[src/rtl/core/footswitch_press_event_engine_defines.svh]
// Assertion macros shared by the footswitch press event engine RTL.
`ifndef FOOTSWITCH_PRESS_EVENT_ENGINE_DEFINES_SVH
`define FOOTSWITCH_PRESS_EVENT_ENGINE_DEFINES_SVH

// Checks a property on every rising clock edge while reset is released.
`define FPE_ASSERT(name, clk, rstn, prop) \
  name: assert property (@(posedge clk) disable iff (!rstn) prop) \
    else $error("fpe assertion failed");

// Checks a property on every rising clock edge, reset included.
`define FPE_ASSERT_ALWAYS(name, clk, prop) \
  name: assert property (@(posedge clk) prop) \
    else $error("fpe assertion failed");

`endif

[src/rtl/core/fpe_pkg.sv]
// Types and constants shared by the footswitch press event engine.
`default_nettype none

package fpe_pkg;

  localparam int unsigned FIRE_MODE_W  = 2;
  localparam int unsigned LONG_TICKS_W = 16;
  localparam int unsigned CFG_INDEX_W  = 4;
  localparam int unsigned CFG_DATA_W   = 16;

  // Result queue geometry.
  localparam int unsigned FIFO_DEPTH = 4;
  localparam int unsigned FIFO_PTR_W = 2;
  localparam int unsigned FIFO_CNT_W = 3;

  // Press mode codes.
  localparam logic [FIRE_MODE_W-1:0] MODE_SHORT      = 2'd0;
  localparam logic [FIRE_MODE_W-1:0] MODE_SHORT_LONG = 2'd1;
  localparam logic [FIRE_MODE_W-1:0] MODE_TOGGLE     = 2'd2;

  // Configuration register indexes.
  localparam logic [CFG_INDEX_W-1:0] REG_FIRE_MODE      = 4'd0;
  localparam logic [CFG_INDEX_W-1:0] REG_MOMENTARY_MODE = 4'd1;
  localparam logic [CFG_INDEX_W-1:0] REG_LONG_TICKS     = 4'd2;

  // 40 ticks of 10 ms give a 400 ms long press.
  localparam logic [LONG_TICKS_W-1:0] LONG_TICKS_RESET = 16'd40;

  typedef enum logic [1:0] {
    KIND_TRIGGER = 2'd0,
    KIND_DOWN    = 2'd1,
    KIND_UP      = 2'd2
  } event_kind_e;

  typedef struct packed {
    logic [FIRE_MODE_W-1:0]  fire_mode;
    logic                    momentary_mode;
    logic [LONG_TICKS_W-1:0] long_ticks;
  } cfg_t;

  typedef struct packed {
    logic        list_sel;
    event_kind_e event_kind;
    logic        last;
  } result_t;

endpackage

`default_nettype wire

[src/rtl/core/fpe_if.sv]
// Handshake interfaces for the tick input, event output and configuration channels.
`default_nettype none

interface fpe_in_if;
  logic valid;
  logic ready;
  logic level;

  modport source (output valid, output level, input ready);
  modport sink (input valid, input level, output ready);
endinterface

interface fpe_out_if;
  logic       valid;
  logic       ready;
  logic       list_sel;
  logic [1:0] event_kind;
  logic       last;

  modport source (output valid, output list_sel, output event_kind, output last, input ready);
  modport sink (input valid, input list_sel, input event_kind, input last, output ready);
endinterface

interface fpe_cfg_if;
  logic                            valid;
  logic                            ready;
  logic [fpe_pkg::CFG_INDEX_W-1:0] index;
  logic [fpe_pkg::CFG_DATA_W-1:0]  data;

  modport source (output valid, output index, output data, input ready);
  modport sink (input valid, input index, input data, output ready);
endinterface

`default_nettype wire

[src/rtl/core/fpe_cfg_regs.sv]
// Configuration register file of the footswitch press event engine.
`default_nettype none

module fpe_cfg_regs (
  input  wire logic     clk_i,
  input  wire logic     rst_ni,
  fpe_cfg_if.sink       cfg_i,
  output fpe_pkg::cfg_t cfg_o
);

  fpe_pkg::cfg_t cfg_q;
  fpe_pkg::cfg_t cfg_d;

  assign cfg_i.ready = 1'b1;

  always_comb begin
    cfg_d = cfg_q;
    if (cfg_i.valid) begin
      case (cfg_i.index)
        fpe_pkg::REG_FIRE_MODE: begin
          cfg_d.fire_mode = cfg_i.data[fpe_pkg::FIRE_MODE_W-1:0];
        end
        fpe_pkg::REG_MOMENTARY_MODE: begin
          cfg_d.momentary_mode = cfg_i.data[0];
        end
        fpe_pkg::REG_LONG_TICKS: begin
          cfg_d.long_ticks = cfg_i.data[fpe_pkg::LONG_TICKS_W-1:0];
        end
        default: begin
          // Writes beyond the register list are dropped.
          cfg_d = cfg_q;
        end
      endcase
    end
  end

  always_ff @(posedge clk_i or negedge rst_ni) begin
    if (!rst_ni) begin
      cfg_q.fire_mode      <= fpe_pkg::MODE_SHORT;
      cfg_q.momentary_mode <= 1'b0;
      cfg_q.long_ticks     <= fpe_pkg::LONG_TICKS_RESET;
    end else begin
      cfg_q <= cfg_d;
    end
  end

  assign cfg_o = cfg_q;

endmodule

`default_nettype wire

[src/rtl/core/fpe_press_core.sv]
// Press state and event generation for one poll tick.
`default_nettype none

module fpe_press_core #(
  parameter int unsigned HOLD_WIDTH = 16
) (
  input  wire logic            clk_i,
  input  wire logic            rst_ni,
  input  wire logic            step_i,
  input  wire logic            level_i,
  input  wire fpe_pkg::cfg_t   cfg_i,
  output logic [1:0]           push_n_o,
  output fpe_pkg::result_t     ev0_o,
  output fpe_pkg::result_t     ev1_o
);

  // Compare width that holds both the counter and the threshold.
  localparam int unsigned CMP_W =
    (HOLD_WIDTH > fpe_pkg::LONG_TICKS_W) ? HOLD_WIDTH : fpe_pkg::LONG_TICKS_W;

  logic                  prev_q, prev_d;
  logic [HOLD_WIDTH-1:0] hold_q, hold_d;
  logic                  long_done_q, long_done_d;
  logic                  toggle_q, toggle_d;
  logic                  latched_q, latched_d;

  logic                  press, release_edge;
  logic                  is_short, is_short_long, is_toggle;
  logic [HOLD_WIDTH-1:0] hold_base, hold_inc;
  logic                  long_done_base;
  logic                  long_hit, short_hit, toggle_hit;
  logic                  a_valid, b_valid;
  fpe_pkg::result_t      a_ev, b_ev;

  always_comb begin
    press         = prev_q & ~level_i;
    release_edge  = ~prev_q & level_i;
    is_short      = (cfg_i.fire_mode == fpe_pkg::MODE_SHORT);
    is_short_long = (cfg_i.fire_mode == fpe_pkg::MODE_SHORT_LONG);
    is_toggle     = (cfg_i.fire_mode == fpe_pkg::MODE_TOGGLE);

    // A press edge starts a fresh count before the held tick is counted.
    hold_base      = press ? '0 : hold_q;
    long_done_base = press ? 1'b0 : long_done_q;
    hold_inc       = (&hold_base) ? hold_base : hold_base + HOLD_WIDTH'(1);

    toggle_hit = press & is_toggle;
    long_hit   = ~level_i & is_short_long & ~long_done_base &
                 (CMP_W'(hold_inc) >= CMP_W'(cfg_i.long_ticks));
    short_hit  = release_edge &
                 (is_short | (is_short_long & ~long_done_q &
                  (CMP_W'(hold_q) < CMP_W'(cfg_i.long_ticks))));

    b_valid             = toggle_hit | long_hit | short_hit;
    b_ev.list_sel       = toggle_hit ? toggle_q : long_hit;
    b_ev.event_kind     = fpe_pkg::KIND_TRIGGER;
    b_ev.last           = 1'b1;

    // The down or up event always comes ahead of the trigger of the same tick.
    a_valid             = cfg_i.momentary_mode & (press | release_edge);
    a_ev.list_sel       = is_toggle & (press ? toggle_q : latched_q);
    a_ev.event_kind     = press ? fpe_pkg::KIND_DOWN : fpe_pkg::KIND_UP;
    a_ev.last           = ~b_valid;

    ev0_o    = a_valid ? a_ev : b_ev;
    ev1_o    = b_ev;
    push_n_o = step_i ? ({1'b0, a_valid} + {1'b0, b_valid}) : 2'd0;

    prev_d      = level_i;
    hold_d      = release_edge ? '0 : (~level_i ? hold_inc : hold_q);
    long_done_d = release_edge ? 1'b0 : (long_hit | long_done_base);
    toggle_d    = toggle_q ^ toggle_hit;
    latched_d   = (toggle_hit & cfg_i.momentary_mode) ? toggle_q : latched_q;
  end

  always_ff @(posedge clk_i or negedge rst_ni) begin
    if (!rst_ni) begin
      prev_q      <= 1'b1;
      hold_q      <= '0;
      long_done_q <= 1'b0;
      toggle_q    <= 1'b0;
      latched_q   <= 1'b0;
    end else if (step_i) begin
      prev_q      <= prev_d;
      hold_q      <= hold_d;
      long_done_q <= long_done_d;
      toggle_q    <= toggle_d;
      latched_q   <= latched_d;
    end
  end

endmodule

`default_nettype wire

[src/rtl/core/fpe_result_fifo.sv]
// Four-entry result queue: up to two events in a cycle, one out when ready.
`default_nettype none
`include "footswitch_press_event_engine_defines.svh"

module fpe_result_fifo (
  input  wire logic             clk_i,
  input  wire logic             rst_ni,
  input  wire logic [1:0]       push_n_i,
  input  wire fpe_pkg::result_t ev0_i,
  input  wire fpe_pkg::result_t ev1_i,
  output logic                  room_o,
  fpe_out_if.source             out_o
);

  localparam int unsigned PW = fpe_pkg::FIFO_PTR_W;
  localparam int unsigned CW = fpe_pkg::FIFO_CNT_W;

  fpe_pkg::result_t        mem_q [fpe_pkg::FIFO_DEPTH];
  logic [PW-1:0]           wr_ptr_q, wr_ptr_d, wr_next;
  logic [PW-1:0]           rd_ptr_q, rd_ptr_d;
  logic [CW-1:0]           count_q, count_d;
  logic                    pop;
  logic                    pop_only;
  fpe_pkg::result_t        head;

  assign wr_next  = wr_ptr_q + PW'(1);
  assign pop      = out_o.valid & out_o.ready;
  assign pop_only = pop & (push_n_i == 2'd0);
  assign head     = mem_q[rd_ptr_q];

  // Room means two free entries, so a full tick's worth of events always fits.
  assign room_o = (count_q <= CW'(fpe_pkg::FIFO_DEPTH - 2));

  assign out_o.valid      = (count_q != '0);
  assign out_o.list_sel   = head.list_sel;
  assign out_o.event_kind = head.event_kind;
  assign out_o.last       = head.last;

  always_comb begin
    wr_ptr_d = wr_ptr_q + PW'(push_n_i);
    rd_ptr_d = pop ? rd_ptr_q + PW'(1) : rd_ptr_q;
    count_d  = count_q + CW'(push_n_i) - CW'(pop);
  end

  always_ff @(posedge clk_i or negedge rst_ni) begin
    if (!rst_ni) begin
      wr_ptr_q <= '0;
      rd_ptr_q <= '0;
      count_q  <= '0;
    end else begin
      wr_ptr_q <= wr_ptr_d;
      rd_ptr_q <= rd_ptr_d;
      count_q  <= count_d;
    end
  end

  always_ff @(posedge clk_i) begin
    if (push_n_i != 2'd0) begin
      mem_q[wr_ptr_q] <= ev0_i;
    end
    if (push_n_i == 2'd2) begin
      mem_q[wr_next] <= ev1_i;
    end
  end

  `FPE_ASSERT(a_count_bound, clk_i, rst_ni, count_q <= CW'(fpe_pkg::FIFO_DEPTH))
  `FPE_ASSERT(a_push_has_room, clk_i, rst_ni, (push_n_i != 2'd0) |-> room_o)
  `FPE_ASSERT(a_pop_only, clk_i, rst_ni, pop_only |=> (count_q == $past(count_q) - CW'(1)))
  `FPE_ASSERT(a_push_code, clk_i, rst_ni, push_n_i != 2'd3)

endmodule

`default_nettype wire

[src/rtl/core/footswitch_press_event_engine.sv]
// Top level of the footswitch press event engine.
//
// Each input word is one 10 ms poll tick carrying the switch level (0 pressed,
// 1 released). The tick is taken into an input register and, once the result
// queue has room, a single pass of logic updates the press state (last level,
// saturating hold counter of HOLD_WIDTH bits, long-press flag, A/B toggle bit,
// latched list) and writes zero, one or two event words into a four-entry
// result queue. Each output word names the action list, the event kind
// (trigger, down or up) and carries a last flag on the final event of its
// tick. A tick is taken every cycle as long as the queue holds two free
// entries; the queue drains one word per cycle while the output is ready. A
// tick waits in the input register, and its event words in the result queue.
// Configuration writes are taken every cycle and should be made while no tick
// is in flight; a write to an index beyond the register list is ignored.
`default_nettype none

module footswitch_press_event_engine #(
  parameter int unsigned HOLD_WIDTH = 16
) (
  input  wire logic clk_i,
  input  wire logic rst_ni,
  fpe_in_if.sink    in_i,
  fpe_out_if.source out_o,
  fpe_cfg_if.sink   cfg_i
);

  fpe_pkg::cfg_t    cfg;
  fpe_pkg::result_t ev0, ev1;
  logic [1:0]       push_n;
  logic             room;

  // Input register: holds one tick until the queue has room for its events.
  logic in_valid_q, in_valid_d;
  logic level_q;
  logic advance;

  assign advance    = in_valid_q & room;
  assign in_i.ready = ~in_valid_q | advance;

  always_comb begin
    in_valid_d = in_valid_q;
    if (in_i.valid && in_i.ready) begin
      in_valid_d = 1'b1;
    end else if (advance) begin
      in_valid_d = 1'b0;
    end
  end

  always_ff @(posedge clk_i or negedge rst_ni) begin
    if (!rst_ni) begin
      in_valid_q <= 1'b0;
    end else begin
      in_valid_q <= in_valid_d;
    end
  end

  always_ff @(posedge clk_i) begin
    if (in_i.valid && in_i.ready) begin
      level_q <= in_i.level;
    end
  end

  fpe_cfg_regs u_cfg_regs (
    .clk_i  (clk_i),
    .rst_ni (rst_ni),
    .cfg_i  (cfg_i),
    .cfg_o  (cfg)
  );

  // The press state only moves when a tick leaves the input register.
  fpe_press_core #(
    .HOLD_WIDTH (HOLD_WIDTH)
  ) u_press_core (
    .clk_i    (clk_i),
    .rst_ni   (rst_ni),
    .step_i   (advance),
    .level_i  (level_q),
    .cfg_i    (cfg),
    .push_n_o (push_n),
    .ev0_o    (ev0),
    .ev1_o    (ev1)
  );

  fpe_result_fifo u_result_fifo (
    .clk_i    (clk_i),
    .rst_ni   (rst_ni),
    .push_n_i (push_n),
    .ev0_i    (ev0),
    .ev1_i    (ev1),
    .room_o   (room),
    .out_o    (out_o)
  );

endmodule

`default_nettype wire

[src/flat_wrapper.sv]
// flat-port wrapper written by rule: the top's interface ports become plain ports
module footswitch_press_event_engine_flat 
#(
  parameter int unsigned HOLD_WIDTH = 16
)
  (clk_i, rst_ni, in_i_valid, in_i_level, in_i_ready, out_o_valid, out_o_list_sel, out_o_event_kind, out_o_last, out_o_ready, cfg_i_valid, cfg_i_index, cfg_i_data, cfg_i_ready);
  fpe_in_if in_i_i ();
  fpe_out_if out_o_i ();
  fpe_cfg_if cfg_i_i ();
  input  wire logic clk_i;
  input  wire logic rst_ni;
  input wire logic [$bits(in_i_i.valid)-1:0] in_i_valid;
  input wire logic [$bits(in_i_i.level)-1:0] in_i_level;
  output wire logic [$bits(in_i_i.ready)-1:0] in_i_ready;
  output wire logic [$bits(out_o_i.valid)-1:0] out_o_valid;
  output wire logic [$bits(out_o_i.list_sel)-1:0] out_o_list_sel;
  output wire logic [$bits(out_o_i.event_kind)-1:0] out_o_event_kind;
  output wire logic [$bits(out_o_i.last)-1:0] out_o_last;
  input wire logic [$bits(out_o_i.ready)-1:0] out_o_ready;
  input wire logic [$bits(cfg_i_i.valid)-1:0] cfg_i_valid;
  input wire logic [$bits(cfg_i_i.index)-1:0] cfg_i_index;
  input wire logic [$bits(cfg_i_i.data)-1:0] cfg_i_data;
  output wire logic [$bits(cfg_i_i.ready)-1:0] cfg_i_ready;
  assign in_i_i.valid = in_i_valid;
  assign in_i_i.level = in_i_level;
  assign in_i_ready = in_i_i.ready;
  assign out_o_valid = out_o_i.valid;
  assign out_o_list_sel = out_o_i.list_sel;
  assign out_o_event_kind = out_o_i.event_kind;
  assign out_o_last = out_o_i.last;
  assign out_o_i.ready = out_o_ready;
  assign cfg_i_i.valid = cfg_i_valid;
  assign cfg_i_i.index = cfg_i_index;
  assign cfg_i_i.data = cfg_i_data;
  assign cfg_i_ready = cfg_i_i.ready;
  footswitch_press_event_engine #(.HOLD_WIDTH(HOLD_WIDTH)) u_core (.clk_i(clk_i), .rst_ni(rst_ni), .in_i(in_i_i), .out_o(out_o_i), .cfg_i(cfg_i_i));
endmodule
[config.mk]
export PLATFORM = sky130hd
export DESIGN_NAME = footswitch_press_event_engine_flat
export DESIGN_NICKNAME = d
export VERILOG_FILES = /design/src/rtl/core/fpe_pkg.sv /design/src/rtl/core/fpe_if.sv /design/src/rtl/core/fpe_cfg_regs.sv /design/src/rtl/core/fpe_press_core.sv /design/src/rtl/core/fpe_result_fifo.sv /design/src/rtl/core/footswitch_press_event_engine.sv /design/src/flat_wrapper.sv
export VERILOG_INCLUDE_DIRS = /design/src /design/src/rtl/core
export SDC_FILE = /design/constraint.sdc
export NUM_CORES = 1
export LEC_CHECK = 0
export BUFFER_PORTS_ARGS = -buffer_cell sky130_fd_sc_hd__buf_2
export CAP_MARGIN = 40
export CORE_UTILIZATION = 50
export CTS_BUF_LIST = sky130_fd_sc_hd__clkbuf_16
export CTS_CLUSTER_SIZE = 30
export DETAILED_ROUTE_END_ITERATION = 12
export PLACE_DENSITY_LB_ADDON = 0.25
export SETUP_SLACK_MARGIN = 0.1
export SKIP_CTS_REPAIR_TIMING = 1
export SYNTH_ARGS = -nofsm -noshare
export SYNTH_HDL_FRONTEND = slang
export SYNTH_SLANG_ARGS = --single-unit
[constraint.sdc]
create_clock -name clk_i -period 16.26 [get_ports clk_i]
set_input_delay 1.626 -clock clk_i [delete_from_list [all_inputs] [get_ports clk_i]]
set_output_delay 1.626 -clock clk_i [all_outputs]
set_load 0.02 [all_outputs]
==> flow_metrics.env <==
export IMPL_wire_length_of_the_first_global_routing_pass_um=16200
export IMPL_fillers=729
export IMPL_h_tree_depth=3
export IMPL_timing_critical_path_required_ps=16310
export IMPL_number_of_pins_with_negative_max_slew_slack_in_the_final_report=0
export IMPL_synth_net_count=530
export IMPL_row_count=33
export IMPL_yosys_area_share_xor_xnor_pct=4.29
export IMPL_postSynth_asyncResetShare_pct=73.4
export IMPL_finalSetupViolCount=0
export IMPL_dominant_combinational_cell_family_by_area_after_synthesis="simple AND/OR/NAND/NOR gates"
export IMPL_period_minus_slack_ps=6480
export IMPL_gpl_final_weighted_congestion=0.901
export IMPL_synth_edf_count=5
export IMPL_worst_path_dominant_cell_family="simple AND/OR/NAND/NOR gates"
export IMPL_synthAdderAreaFrac_pct=12.1
export IMPL_design_final_nets=558
export IMPL_final_global_route_overflow_total=0
export IMPL_worst_path_largest_cell_delay_ps=740
export IMPL_worstPathBufferInverterCount=2
export IMPL_timing_hold_violations_final=0
export IMPL_num_antenna_cells=0
export IMPL_globalRouteTotalUtil_pct=23.7
export IMPL_cts_root_buf="sky130_fd_sc_hd__clkbuf_16"
export IMPL_number_of_max_capacitance_violations_reported=0
export IMPL_yosysUniqueCellTypes=60
export IMPL_timing_critical_path_from_type="flip-flop"
export IMPL_worst_hold_slack_ps=474
export IMPL_post_dp_hpwl_um=7190
export IMPL_routed_wire_length_per_instance_um=15.9
export IMPL_fin_skew_ps=6.59
export IMPL_predominant_post_synthesis_flop_cell="sky130_fd_sc_hd__dfrtp_1"
export IMPL_vdd_ir_drop_worst_mv=0.0868
export IMPL_die_wd_um=94.6
export IMPL_ys_warnings_count=0
export IMPL_grt_start_max_net_pins=35
export IMPL_via_per_inst=5.82
export IMPL_ioPinCount=33
export IMPL_clk_pin_slew_ps=50
export IMPL_worst_slew_pin_slew_ps=894
export IMPL_fin_util_pct=59.0
export IMPL_ys_seq_area_share_pct=36.6
export IMPL_clkLatencyLatePin_ps=330
export IMPL_drt_drc_violations_left=0
export IMPL_first_global_vias=3385
export IMPL_syn_instance_count=463
export IMPL_dr_pass1_iters=6
export IMPL_tritoncts_clock_tree="built"
export IMPL_leakage_power_total_uw=0.00225
export IMPL_synth_ff_latch_count=64
export IMPL_muxShareOfSynthArea_pct=8.14
export IMPL_cp_slowest_cell="sky130_fd_sc_hd__ha_1"
export IMPL_cell_pwr_density_nw_per_um2=152
export IMPL_final_cell_mix="sky130_fd_sc_hd__nand2_1 (50), sky130_fd_sc_hd__dfrtp_1 (44), sky130_fd_sc_hd__ha_1 (40)"
export IMPL_antenna_left=0
export IMPL_route_final_wire_length_um=9550
export IMPL_timing_critical_path_mode_cell="sky130_fd_sc_hd__ha_1"
export IMPL_fin_crit_sh_pct=39.8
export IMPL_core_area_um2=8260
export IMPL_min_delay_worst_type="reg2reg"
export IMPL_synthSimpleGateAreaFrac_pct=19.7
export IMPL_cts_sink_count=64
export IMPL_worstPathMaxFanout=26
export IMPL_critPathKind="reg2reg"
export IMPL_post_synth_instance_area_um2=4290
export IMPL_drt_iter0_markers=271
export IMPL_cts_buffer_depth=2
export IMPL_avgSynthCellArea_um2=9.27
export IMPL_status="complete, no violations"
export IMPL_setup_total_negative_slack_ps=0
export IMPL_initial_core_util_pct=52.0
export IMPL_syn_to_final_growth_pct=13.6
export IMPL_critPathCaptureType="flip-flop"
export IMPL_cts_buffers=9
export IMPL_worst_endpoint_arrival_ps=6530
export IMPL_synth_compound_gate_area_share_pct=14.9
export IMPL_die_area_um2=8950
export IMPL_vias=3495
export IMPL_numPortBuffers=31
export IMPL_most_common_library_cell_in_the_layout_ignoring_fill_and_taps="sky130_fd_sc_hd__nand2_1"
export IMPL_rsz_0062_raised_after_global_routing="no"
export IMPL_die_height_um=94.6
export IMPL_antenna_violations_before_repair=0
export IMPL_timing_slew_headroom_pct=40.4
export IMPL_max_freq_mhz=154
export IMPL_drive_gt1_share_pct=18.1
export IMPL_path_cells="inv_1 -> ha_1 -> nor2b_1 -> ha_1 -> and2_1 -> and3_4 -> a2111oi_4 -> nand4_2 -> xnor2_1 -> nor2_1 -> ha_1 -> nand4_1 -> o21bai_1 -> or2_2 -> o31ai_1 -> nand3_1 -> ha_1 -> nor2_1 -> nor4_1 -> nand2_1 -> a21boi_0 -> inv_1"
## cells in the mapped netlist (4+ instances only)
cell | instances | share of area, %
sky130_fd_sc_hd__dfrtp_1 | 44 | 26
sky130_fd_sc_hd__a31oi_1 | 6 | 0.87
sky130_fd_sc_hd__or3_1 | 6 | 0.87
sky130_fd_sc_hd__o21ai_0 | 34 | 4.0
sky130_fd_sc_hd__o31ai_1 | 4 | 0.70
sky130_fd_sc_hd__xor2_1 | 7 | 1.4
sky130_fd_sc_hd__and3_1 | 4 | 0.58
sky130_fd_sc_hd__clkbuf_1 | 12 | 1.0
sky130_fd_sc_hd__a22o_1 | 11 | 2.2
sky130_fd_sc_hd__nor2_1 | 35 | 3.1
sky130_fd_sc_hd__inv_1 | 32 | 2.8
sky130_fd_sc_hd__nor4_1 | 4 | 0.58
sky130_fd_sc_hd__nand2b_1 | 11 | 1.6
sky130_fd_sc_hd__xnor2_1 | 14 | 2.9
sky130_fd_sc_hd__a21oi_1 | 18 | 2.1
sky130_fd_sc_hd__nand3_1 | 15 | 1.7
sky130_fd_sc_hd__mux2_2 | 23 | 6.0
sky130_fd_sc_hd__edfxtp_1 | 5 | 3.5
sky130_fd_sc_hd__o211ai_1 | 4 | 0.70
sky130_fd_sc_hd__dfxtp_1 | 12 | 5.6
sky130_fd_sc_hd__mux4_2 | 4 | 2.1
sky130_fd_sc_hd__nor3_1 | 5 | 0.58
sky130_fd_sc_hd__nand2_1 | 50 | 4.4
sky130_fd_sc_hd__ha_1 | 40 | 12
sky130_fd_sc_hd__nor2b_1 | 9 | 1.3
sky130_fd_sc_hd__and2_1 | 5 | 0.73
## power breakdown
group | switching, µW | internal [µW] | leakage (µW)
clock | 69.8 | 148 | 0.000167
sequential | 48.8 | 203 | 0.000739
combinational | 156 | 112 | 0.00134
## worst paths after layout
kind / endpoint / cells past startpoint / slack (ps) / startpoint
worst max-delay path: u_core.u_result_fifo.mem_q[2][3]$_DFFE_PP_ / 22 / 9780 / u_core.level_q$_DFFE_PP_
worst max register to register: u_core.u_result_fifo.mem_q[2][3]$_DFFE_PP_ / 22 / 9780 / u_core.level_q$_DFFE_PP_
worst min register to register: u_core.u_result_fifo.mem_q[2][2]$_SDFFE_PP0P_ / 2 / 470 / u_core.u_result_fifo.mem_q[2][2]$_SDFFE_PP0P_
min in group asynchronous: u_core.u_cfg_regs.cfg_o[10]$_DFFE_PN0P_ / 1 / 1200 / rst_ni
max in group asynchronous: u_core.u_press_core.prev_q$_DFFE_PN1P_ / 2 / 14480 / rst_ni
worst min-delay path: u_core.u_result_fifo.mem_q[2][2]$_SDFFE_PP0P_ / 2 / 470 / u_core.u_result_fifo.mem_q[2][2]$_SDFFE_PP0P_
## cell families after synthesis
group                      after synthesis
and+or+nand+nor                        164
AOI/OAI and AO/OA                       98
DFF                                     64
buffers and inverters                   47
adders and majority gates               41
muxes                                   27
xor gates and xnor gates                21
other                                    1
## flip-flops by register name (all words and copies together) (netlist names)
register                         flops
u_core.u_press_core.prev_q           1
u_core.in_valid_q                    1
u_core.u_result_fifo.mem_q          16
u_core.level_q                       1
u_core.u_press_core.toggle_q         1
u_core.u_result_fifo.count_q         3
u_core.u_press_core.long_done_q      1
u_core.u_result_fifo.rd_ptr_q        2
u_core.u_press_core.latched_q        1
u_core.u_cfg_regs.cfg_o             19
u_core.u_press_core.hold_q          16
u_core.u_result_fifo.wr_ptr_q        2
## metal layers
layer	vias to the layer above	wire, µm	global-route usage [%]
li1	1701	-	-
met1	1671	4610	32.6
met2	107	4290	36.9
met3	16	484	4.67
met4	0	169	8.46
met5	-	0	0
## area by class of cell
type / instances / area [µm²] / share of cell area, %
flip-flops and latches: 64 / 1570 / 32.2
repair buffers: 32 / 175 / 3.60
well taps: 105 / 131 / 2.70
clock inverters: 7 / 111 / 2.29
multi-input cells: 352 / 2540 / 52.1
clock buffers: 9 / 225 / 4.62
inverters: 32 / 120 / 2.47
## metrics by stage
step           setup WS, ps  power (µW)  std cells  instance area (µm²)
6_report               9780         739        601                 4870
3_3_place_gp          10240         509        584                 4520
3_5_place_dp          10000         521        585                 4540
4_1_cts                9890         741        601                 4870
2_1_floorplan         10910         444        463                 4290
5_1_grt                9250         791        601                 4870
## worst reg2reg max path, cell delays in order, from the launching register on
cell	delay [ps]
sky130_fd_sc_hd__edfxtp_1	480
sky130_fd_sc_hd__inv_1	100
sky130_fd_sc_hd__ha_1	740
sky130_fd_sc_hd__nor2b_1	190
sky130_fd_sc_hd__ha_1	270
sky130_fd_sc_hd__and2_1	220
sky130_fd_sc_hd__and3_4	200
sky130_fd_sc_hd__a2111oi_4	490
sky130_fd_sc_hd__nand4_2	200
sky130_fd_sc_hd__xnor2_1	180
sky130_fd_sc_hd__nor2_1	60
sky130_fd_sc_hd__ha_1	350
sky130_fd_sc_hd__nand4_1	170
sky130_fd_sc_hd__o21bai_1	140
sky130_fd_sc_hd__or2_2	320
sky130_fd_sc_hd__o31ai_1	310
sky130_fd_sc_hd__nand3_1	130
sky130_fd_sc_hd__ha_1	450
sky130_fd_sc_hd__nor2_1	90
sky130_fd_sc_hd__nor4_1	600
sky130_fd_sc_hd__nand2_1	210
sky130_fd_sc_hd__a21boi_0	210
sky130_fd_sc_hd__inv_1	100
No activity file was read; power rests on OpenSTA's default activity.
